## src/bsf_pkg.sv

```systemverilog
`timescale 1ns / 1ps
// Shared types and codes for the allocation bitmap block.
// No dependencies; used by every other file in src.
package bsf_pkg;

	// Command modes as they arrive in the mode field (code seven is unused)
	localparam logic [2:0] MODE_TEST      = 3'd0;
	localparam logic [2:0] MODE_SET_BIT   = 3'd1;
	localparam logic [2:0] MODE_CLR_BIT   = 3'd2;
	localparam logic [2:0] MODE_SET_RNG   = 3'd3;
	localparam logic [2:0] MODE_CLR_RNG   = 3'd4;
	localparam logic [2:0] MODE_FIND_ZERO = 3'd5;
	localparam logic [2:0] MODE_FIND_ONE  = 3'd6;

	typedef struct packed {
		logic [2:0]  mode;
		logic [11:0] position;
		logic [12:0] count;
	} cmd_t;

	typedef struct packed {
		logic        bit_value;
		logic        found;
		logic [11:0] found_position;
	} rsp_t;

	// Write action of the word unit on the masked bits
	typedef enum logic [1:0] {
		WOP_KEEP,
		WOP_SET,
		WOP_CLEAR
	} wop_t;

	typedef enum logic [2:0] {
		ST_CLEAR,
		ST_IDLE,
		ST_DIV,
		ST_BASE,
		ST_FETCH,
		ST_WALK,
		ST_DONE
	} state_t;

	// Controller status towards the top level
	typedef struct packed {
		logic idle;
		logic done;
	} ctrl_stat_t;

endpackage

```

## src/bsf_word_unit.sv

```systemverilog
`timescale 1ns / 1ps
// Shared word unit: range mask, set/clear of the masked bits, find-first match.
// Depends on bsf_pkg.
module bsf_word_unit #(
	parameter int WORD_BITS = 64,
	localparam int LW  = $clog2(WORD_BITS + 1),
	localparam int IXW = $clog2(WORD_BITS)
) (
	input  logic [WORD_BITS-1:0] word,
	input  logic [LW-1:0]        lo,
	input  logic [LW-1:0]        hi,
	input  bsf_pkg::wop_t        wr_op,
	input  logic                 match_one,
	output logic [WORD_BITS-1:0] new_word,
	output logic                 hit,
	output logic [IXW-1:0]       hit_idx
);

	logic [WORD_BITS-1:0] in_rng;

	always_comb begin
		for (int j = 0; j < WORD_BITS; j++) begin
			in_rng[j] = (LW'(j) >= lo) && (LW'(j) < hi);
		end
	end

	always_comb begin
		unique case (wr_op)
			bsf_pkg::WOP_SET:   new_word = word | in_rng;
			bsf_pkg::WOP_CLEAR: new_word = word & ~in_rng;
			default:            new_word = word;
		endcase
	end

	// Scan downwards so the lowest matching bit wins
	always_comb begin
		hit     = 1'b0;
		hit_idx = '0;
		for (int j = WORD_BITS - 1; j >= 0; j--) begin
			if (in_rng[j] && (word[j] == match_one)) begin
				hit     = 1'b1;
				hit_idx = IXW'(j);
			end
		end
	end

endmodule

```

## src/bsf_ctrl.sv

```systemverilog
`timescale 1ns / 1ps
// Sequencer, bitmap memory and word walk for the allocation bitmap.
// Depends on bsf_pkg and bsf_word_unit.
module bsf_ctrl #(
	parameter int NUM_WORDS = 64,
	parameter int WORD_BITS = 64
) (
	input  logic                clk,
	input  logic                arst_n,
	input  bsf_pkg::cmd_t       cmd,
	input  logic                cmd_take,
	input  logic                res_take,
	output bsf_pkg::rsp_t       rsp,
	output bsf_pkg::ctrl_stat_t stat
);

	localparam int TOTAL = NUM_WORDS * WORD_BITS;
	localparam int IW    = $clog2(TOTAL + 8192);
	localparam int AW    = (NUM_WORDS > 1) ? $clog2(NUM_WORDS) : 1;
	localparam int LW    = $clog2(WORD_BITS + 1);
	localparam int IXW   = $clog2(WORD_BITS);
	// Reciprocal for position / WORD_BITS, exact for 12-bit positions
	localparam int DK    = 24;
	localparam int PW    = DK + 12;
	localparam int RECIP = (2 ** DK + WORD_BITS - 1) / WORD_BITS;

	bsf_pkg::state_t state_q, state_d;

	logic [AW-1:0]        clr_q;
	logic [2:0]           mode_q;
	logic [IW-1:0]        pos_q, end_q, base_q;
	logic [11:0]          quo_q;
	logic [AW-1:0]        word_q;
	bsf_pkg::rsp_t        res_q;
	logic [WORD_BITS-1:0] mem_q [NUM_WORDS];
	logic [WORD_BITS-1:0] rdata_q;

	logic                 mem_we;
	logic [AW-1:0]        mem_waddr, mem_raddr;
	logic [WORD_BITS-1:0] mem_wdata;

	logic [12:0]          ecnt;
	logic [IW-1:0]        pos_ext, end_raw, end_clip;
	logic                 empty;
	logic [PW-1:0]        prod;

	logic [IW-1:0]        base_next;
	logic [LW-1:0]        lo, hi;
	bsf_pkg::wop_t        wop;
	logic                 match_one, is_find, walk_end;
	logic [WORD_BITS-1:0] new_word;
	logic                 hit;
	logic [IXW-1:0]       hit_idx;

	// Command decode at transfer time
	always_comb begin
		unique case (cmd.mode) inside
			bsf_pkg::MODE_TEST, bsf_pkg::MODE_SET_BIT, bsf_pkg::MODE_CLR_BIT:
				ecnt = 13'd1;
			bsf_pkg::MODE_SET_RNG, bsf_pkg::MODE_CLR_RNG,
			bsf_pkg::MODE_FIND_ZERO, bsf_pkg::MODE_FIND_ONE:
				ecnt = cmd.count;
			default:
				ecnt = '0;
		endcase
		pos_ext  = IW'(cmd.position);
		end_raw  = pos_ext + IW'(ecnt);
		end_clip = (end_raw > IW'(TOTAL)) ? IW'(TOTAL) : end_raw;
		empty    = (pos_ext >= IW'(TOTAL)) || (ecnt == '0);
	end

	assign prod = PW'(pos_q[11:0]) * PW'(RECIP);

	// Per-word bounds of the active range
	always_comb begin
		base_next = base_q + IW'(WORD_BITS);
		lo        = (pos_q > base_q) ? LW'(pos_q - base_q) : '0;
		hi        = (end_q >= base_next) ? LW'(WORD_BITS) : LW'(end_q - base_q);
		unique case (mode_q) inside
			bsf_pkg::MODE_SET_BIT, bsf_pkg::MODE_SET_RNG: wop = bsf_pkg::WOP_SET;
			bsf_pkg::MODE_CLR_BIT, bsf_pkg::MODE_CLR_RNG: wop = bsf_pkg::WOP_CLEAR;
			default:                                      wop = bsf_pkg::WOP_KEEP;
		endcase
		match_one = (mode_q != bsf_pkg::MODE_FIND_ZERO);
		is_find   = (mode_q == bsf_pkg::MODE_FIND_ZERO) || (mode_q == bsf_pkg::MODE_FIND_ONE);
		walk_end  = (is_find && hit) || (end_q <= base_next);
	end

	bsf_word_unit #(
		.WORD_BITS(WORD_BITS)
	) u_word (
		.word     (rdata_q),
		.lo       (lo),
		.hi       (hi),
		.wr_op    (wop),
		.match_one(match_one),
		.new_word (new_word),
		.hit      (hit),
		.hit_idx  (hit_idx)
	);

	// Next state
	always_comb begin
		state_d = state_q;
		unique case (state_q)
			bsf_pkg::ST_CLEAR: if (clr_q == AW'(NUM_WORDS - 1)) state_d = bsf_pkg::ST_IDLE;
			bsf_pkg::ST_IDLE: begin
				if (cmd_take) state_d = empty ? bsf_pkg::ST_DONE : bsf_pkg::ST_DIV;
			end
			bsf_pkg::ST_DIV:   state_d = bsf_pkg::ST_BASE;
			bsf_pkg::ST_BASE:  state_d = bsf_pkg::ST_FETCH;
			bsf_pkg::ST_FETCH: state_d = bsf_pkg::ST_WALK;
			bsf_pkg::ST_WALK:  if (walk_end) state_d = bsf_pkg::ST_DONE;
			bsf_pkg::ST_DONE:  if (res_take) state_d = bsf_pkg::ST_IDLE;
			default:           state_d = bsf_pkg::ST_IDLE;
		endcase
	end

	// Memory port controls
	always_comb begin
		mem_we    = 1'b0;
		mem_waddr = word_q;
		mem_wdata = new_word;
		mem_raddr = word_q;
		unique case (state_q)
			bsf_pkg::ST_CLEAR: begin
				mem_we    = 1'b1;
				mem_waddr = clr_q;
				mem_wdata = '0;
			end
			bsf_pkg::ST_WALK: begin
				mem_we    = (wop != bsf_pkg::WOP_KEEP);
				mem_raddr = word_q + AW'(1);
			end
			default: ;
		endcase
	end

	always_ff @(posedge clk) begin
		if (mem_we) begin
			mem_q[mem_waddr] <= mem_wdata;
		end
		rdata_q <= mem_q[mem_raddr];
	end

	always_ff @(posedge clk or negedge arst_n) begin
		if (!arst_n) begin
			state_q <= bsf_pkg::ST_CLEAR;
			clr_q   <= '0;
		end else begin
			state_q <= state_d;
			if (state_q == bsf_pkg::ST_CLEAR) clr_q <= clr_q + AW'(1);
		end
	end

	always_ff @(posedge clk) begin
		unique case (state_q)
			bsf_pkg::ST_IDLE: begin
				if (cmd_take) begin
					mode_q <= cmd.mode;
					pos_q  <= pos_ext;
					end_q  <= end_clip;
					res_q  <= '0;
				end
			end
			bsf_pkg::ST_DIV: quo_q <= prod[DK +: 12];
			bsf_pkg::ST_BASE: begin
				word_q <= quo_q[AW-1:0];
				base_q <= IW'(quo_q) * IW'(WORD_BITS);
			end
			bsf_pkg::ST_WALK: begin
				if (walk_end) begin
					res_q.bit_value      <= (mode_q == bsf_pkg::MODE_TEST) && hit;
					res_q.found          <= is_find && hit;
					res_q.found_position <= (is_find && hit) ? 12'(base_q + IW'(hit_idx)) : '0;
				end else begin
					word_q <= word_q + AW'(1);
					base_q <= base_next;
				end
			end
			default: ;
		endcase
	end

	assign rsp       = res_q;
	assign stat.idle = (state_q == bsf_pkg::ST_IDLE);
	assign stat.done = (state_q == bsf_pkg::ST_DONE);

endmodule

```

## src/bitmap_set_clear_find_first_top.sv

```systemverilog
`timescale 1ns / 1ps
// Top level of the allocation bitmap: handshakes and the result register.
// Depends on bsf_pkg and bsf_ctrl.
//
//   channel  | direction | handshake            | payload
//   ---------+-----------+----------------------+--------------------------------
//   in       | in        | in_valid / in_ready   | in_data  (mode, position, count)
//   out      | out       | out_valid / out_ready | out_data (bit_value, found, found_position)
//
// A command passes setup (transfer, position-to-word multiply, base multiply,
// first word read), then walks the bitmap words it touches one word per cycle
// through the single word unit, then hands over the result from the done state.
// An empty command goes from the transfer straight to the hand-over.
// After reset a clearing pass zeroes the bitmap one word a cycle with in_ready low.
// in_ready is high only while the sequencer is idle; a held result in the output
// register stalls the next command only at its hand-over.
module bitmap_set_clear_find_first_top #(
	parameter int NUM_WORDS = 64,
	parameter int WORD_BITS = 64
) (
	input  logic          clk,
	input  logic          arst_n,
	input  logic          in_valid,
	output logic          in_ready,
	input  bsf_pkg::cmd_t in_data,
	output logic          out_valid,
	input  logic          out_ready,
	output bsf_pkg::rsp_t out_data
);

	bsf_pkg::ctrl_stat_t stat;
	bsf_pkg::rsp_t       rsp;
	logic                cmd_take;
	logic                res_take;
	logic                out_valid_q;
	bsf_pkg::rsp_t       out_data_q;

	// Take a command only while the sequencer is idle
	assign in_ready = stat.idle;
	assign cmd_take = in_valid && in_ready;

	// Output register is free when empty or draining this cycle
	assign res_take = !out_valid_q || out_ready;

	bsf_ctrl #(
		.NUM_WORDS(NUM_WORDS),
		.WORD_BITS(WORD_BITS)
	) u_ctrl (
		.clk     (clk),
		.arst_n  (arst_n),
		.cmd     (in_data),
		.cmd_take(cmd_take),
		.res_take(res_take),
		.rsp     (rsp),
		.stat    (stat)
	);

	// Hold the result until its transfer; load a new one when the slot frees
	always_ff @(posedge clk or negedge arst_n) begin
		if (!arst_n) begin
			out_valid_q <= 1'b0;
		end else if (stat.done && res_take) begin
			out_valid_q <= 1'b1;
		end else if (out_ready) begin
			out_valid_q <= 1'b0;
		end
	end

	always_ff @(posedge clk) begin
		if (stat.done && res_take) begin
			out_data_q <= rsp;
		end
	end

	assign out_valid = out_valid_q;
	assign out_data  = out_data_q;

endmodule
```

## config.mk

```make
export PLATFORM = sky130hd
export DESIGN_NAME = bitmap_set_clear_find_first_top
export DESIGN_NICKNAME = d
export VERILOG_FILES = /design/src/bsf_pkg.sv /design/src/bsf_word_unit.sv /design/src/bsf_ctrl.sv /design/src/bitmap_set_clear_find_first_top.sv
export SDC_FILE = /design/constraint.sdc
export NUM_CORES = 2
export LEC_CHECK = 0
export BUFFER_PORTS_ARGS = -buffer_cell sky130_fd_sc_hd__buf_2
export CORE_ASPECT_RATIO = 2
export CORE_UTILIZATION = 55
export CTS_BUF_LIST = sky130_fd_sc_hd__clkbuf_8
export DETAILED_ROUTE_END_ITERATION = 10
export HOLD_SLACK_MARGIN = 0.02
export PLACE_DENSITY = 0.7
export SLEW_MARGIN = 20
export SYNTH_ARGS = -nofsm -noshare
export SYNTH_HDL_FRONTEND = slang
export SYNTH_SLANG_ARGS = --single-unit
```

## constraint.sdc

```tcl
create_clock -name clk -period 7.9 [get_ports clk]
set_input_delay 1.58 -clock clk [delete_from_list [all_inputs] [get_ports clk]]
set_output_delay 1.58 -clock clk [all_outputs]
set_load 0.02 [all_outputs]
```

==> summary.md <==
| Metric | Value |
|---|---|
| Die Span X | 390 um |
| Final setup violating endpoints | 0 |
| Worst path buffer plus inverter count | 3 |
| Crit-path cells | inv_1, ha_1, o21ai_1, a22o_1, a221oi_4, buf_4, a221oi_1, nor4bb_1, nand4_1, or3_1, o31ai_4, inv_2, and4b_1 |
| DR vias/cell | a little under 7 |
| Worst Hold Class | input port to async pin |
| EDFF count, synth | 4173 |
| Dpl ws | 1.80 ns |
| CP top delay family | compound AO/OA/AOI/OAI gates |
| HPWL Detailed | 273 mm |
| Main synth FF type | edfxtp_1 |
| Maximum vdd drop | 0.000443 V |
| Number of global-route vias before repair | 84650 |
| Core Util, Final | 0.618 |
| Total core area | 299000 um2 |
| Critical path required time | 8.73 ns |
| Final worst path period share | 0.781 |
| Count of pins over their slew limit | 0 |
| Register area share after synthesis | 0.765 |
| Clk slew on worst S/H paths | 0.07 ns |
| GR Util All Layers | 0.327 |
| Share of layout cells above drive strength 1 | 0.321 |
| Yosys cell types | 84 |
| Ports | 48 |
| Critical path fanouts, max | 26 |
| Crit Path Class | register to register |
| H-tree depth | 6 |
| Row count | 284 |
| Mapped Area | 166000 um2 |
| Worst setup EP type | register |
| CTS tree | yes |
| Setup TNS | 0 ns |
| Die span in y | 778 um |
| LEAKAGE | 58.1 nW |
| P per Cell Area | approximately 380 nW/um2 |
| Worst setup SP type | register |
| CP max-delay cell | nor4bb_1 |
| First-pass GRT wire length | 672 mm |
| Max-Cap Viols | 0 |
| Min Tclk post-route | 6.17 ns |
| RSZ-0062 raised after global routing | false |
| PortBufs | 47 |
| Fill cells | 20048 |
| Largest net degree at the start of global routing | 118 |
| Via Count | between 80000 and 90000 |
| Final hold vios | 0 |
| Yosys warns | 0 |
| Wire length per cell | 40.7 um |
| Hold_buf cts | 0 |
| Clock latency at the later pin of the worst-skew pair | approximately 1.1 ns |
| GP Congestion | between 1 and 1.5 |
| Relative slew slack | 0.195 |
| Resized Gates After CTS | 0 |
| Outcome | complete, no violations |
| Worst Path Arrival | 7.00 ns |
| ANT nets after route | 0 |
| First DRT Iteration DRCs | 11119 |
| Congestion Overflow GR | 0 |
| Post-Route WL | 494 mm |
| Async SR Flop Fraction | 0.00235 |
| Worst stage delay on the critical path | 0.94 ns |
| Setup Skew | 0.0762 ns |
| Syn nets | 7200 |
| Yosys reg bits | 4247 |
| Setup bufs post-CTS | 0 |
| CTS Root Buffer Type | clkbuf_8 |
| Most frequent cells in the layout | edfxtp_1 (4173), mux4_2 (1344), clkbuf_8 (600) |
| Total CTS buffers | between 500 and 600 |
| Nets@finish | just under 8000 |
| Starting density of the core | 0.554 |
| Most common cell after layout, fill and taps aside | edfxtp_1 |
| Final worst-path setup slack | ~1.7 ns |
| Avg Inst Size Synth | 23.2 um2 |
| Initial antenna violation count | 18 |
| Fmax | 162 MHz |
| CTS Sinks | between 4000 and 5000 |
| Area grow syn2layout | 11.6% |
| Die ar. | 304000 um2 |
| Deepest clock path buffer count | 4 |
| Worst-Margin Slew | 1.21 ns |
| Drt first pass iters | 6 |
| Post-Syn Instances | 7138 |
| Drt drc | 0 |
-- cells in the mapped netlist, types with 13 or more instances --
cell type     n  area [um2]
buf_1        55         206
nand2_1     154         578
o21a_1       14         105
inv_1        24        90.1
a211oi_1     17         128
buf_2        54         270
clkbuf_1    273        1020
o211ai_1     13        97.6
dfxtp_1      64        1280
nor2_1      187         702
xnor2_1      31         272
a221oi_1     31         272
mux4_2     1344       30300
nand3_1      46         230
nor4_1       15        93.8
nand2b_1     15        93.8
ha_1         29         363
or2_2        27         169
a21oi_1      73         365
nor3_1       34         170
edfxtp_1   4173      125000
nor2b_1      24         150
or3_1        17         106
o21ai_0      93         465
a21o_1       13        97.6
xor2_1       66         578
a22oi_1      45         338
-- power by group --
| part | switching, mW | internal, mW | total (mW) | leakage [nW] |
|---|---|---|---|---|
| combinational | 14.0 | 9.62 | 23.6 | 13.5 |
| clock | 8.15 | 7.70 | 15.8 | 6.01 |
| sequential | 0.767 | 30.3 | 31.1 | 38.6 |
-- final timing paths --
kind                                        startpoint                       endpoint  slack [ns]  cells after the start
max                         u_ctrl.base_q[6]$_DFFE_PP_    u_ctrl.rsp[2]$_SDFFCE_PN0P_        1.73                     13
min                                             arst_n    u_ctrl.clr_q[2]$_DFFE_PN0N_        0.42                      1
max reg2reg                 u_ctrl.base_q[6]$_DFFE_PP_    u_ctrl.rsp[2]$_SDFFCE_PN0P_        1.73                     13
min reg2reg                u_ctrl.rsp[9]$_SDFFCE_PN0P_          out_data[9]$_DFFE_PP_        0.42                      0
max in group asynchronous                       arst_n  u_ctrl.state_q[0]$_DFFE_PN0P_        7.16                      1
min in group clk           u_ctrl.rsp[9]$_SDFFCE_PN0P_          out_data[9]$_DFFE_PP_        0.42                      0
-- routing by layer --
metal | part of all wire | GRT usage
met1 | 0.33 | 0.392
met2 | 0.52 | 0.569
met3 | 0.085 | 0.0486
met4 | 0.064 | 0.177
met5 | 0.000089 | 0
-- state kept, by name (all words and copies together) (netlist names) --
| name | cells |
|---|---|
| u_ctrl.mode_q | 3 |
| out_data | 14 |
| u_ctrl.state_q | 3 |
| u_ctrl.end_q | 14 |
| u_ctrl.clr_q | 6 |
| u_ctrl.mem_q | 4096 |
| u_ctrl.base_q | 8 |
| u_ctrl.rsp | 14 |
| u_ctrl.quo_q | 6 |
| u_ctrl.word_q | 6 |
| u_ctrl.pos_q | 12 |
| out_valid | 1 |
| u_ctrl.rdata_q | 64 |
-- metrics by stage --
stage	cells	power, mW	instance area (um2)	hold slack [ns]
after floorplan	7138	46.5	166000	0.400
after global placement	11065	53.9	173000	0.433
after detailed placement	11075	54.7	174000	0.419
after CTS	12076	70.2	184000	0.355
after global routing	12114	72.6	185000	0.419
final	12125	70.5	185000	0.420
-- logic make-up after synthesis --
logic type / Yosys count / share of synthesized area
buf+inv: 408 / 0.00970
compound gates: 428 / 0.0179
other cells: 1 / 0.0000226
mux: 1348 / 0.183
simple gates: 579 / 0.0165
fa+ha+maj: 30 / 0.00231
flops: 4247 / 0.765
xor+xnor: 97 / 0.00513
-- layout make-up --
cell class                      count  area, um2  share of cell area
Timing Repair Buffer              350       3910              0.0212
Sequential cell                  4247     127000               0.686
Antenna cell                       15       37.5            0.000203
Inverter                           25       93.8            0.000508
Clock buffer                      600       8260              0.0447
Tap cell                         4004       5010              0.0271
Clock inverter                    401       2300              0.0125
Multi-Input combinational cell   2483      38400               0.208
Note: power is estimated with default switching activity, not from simulation.
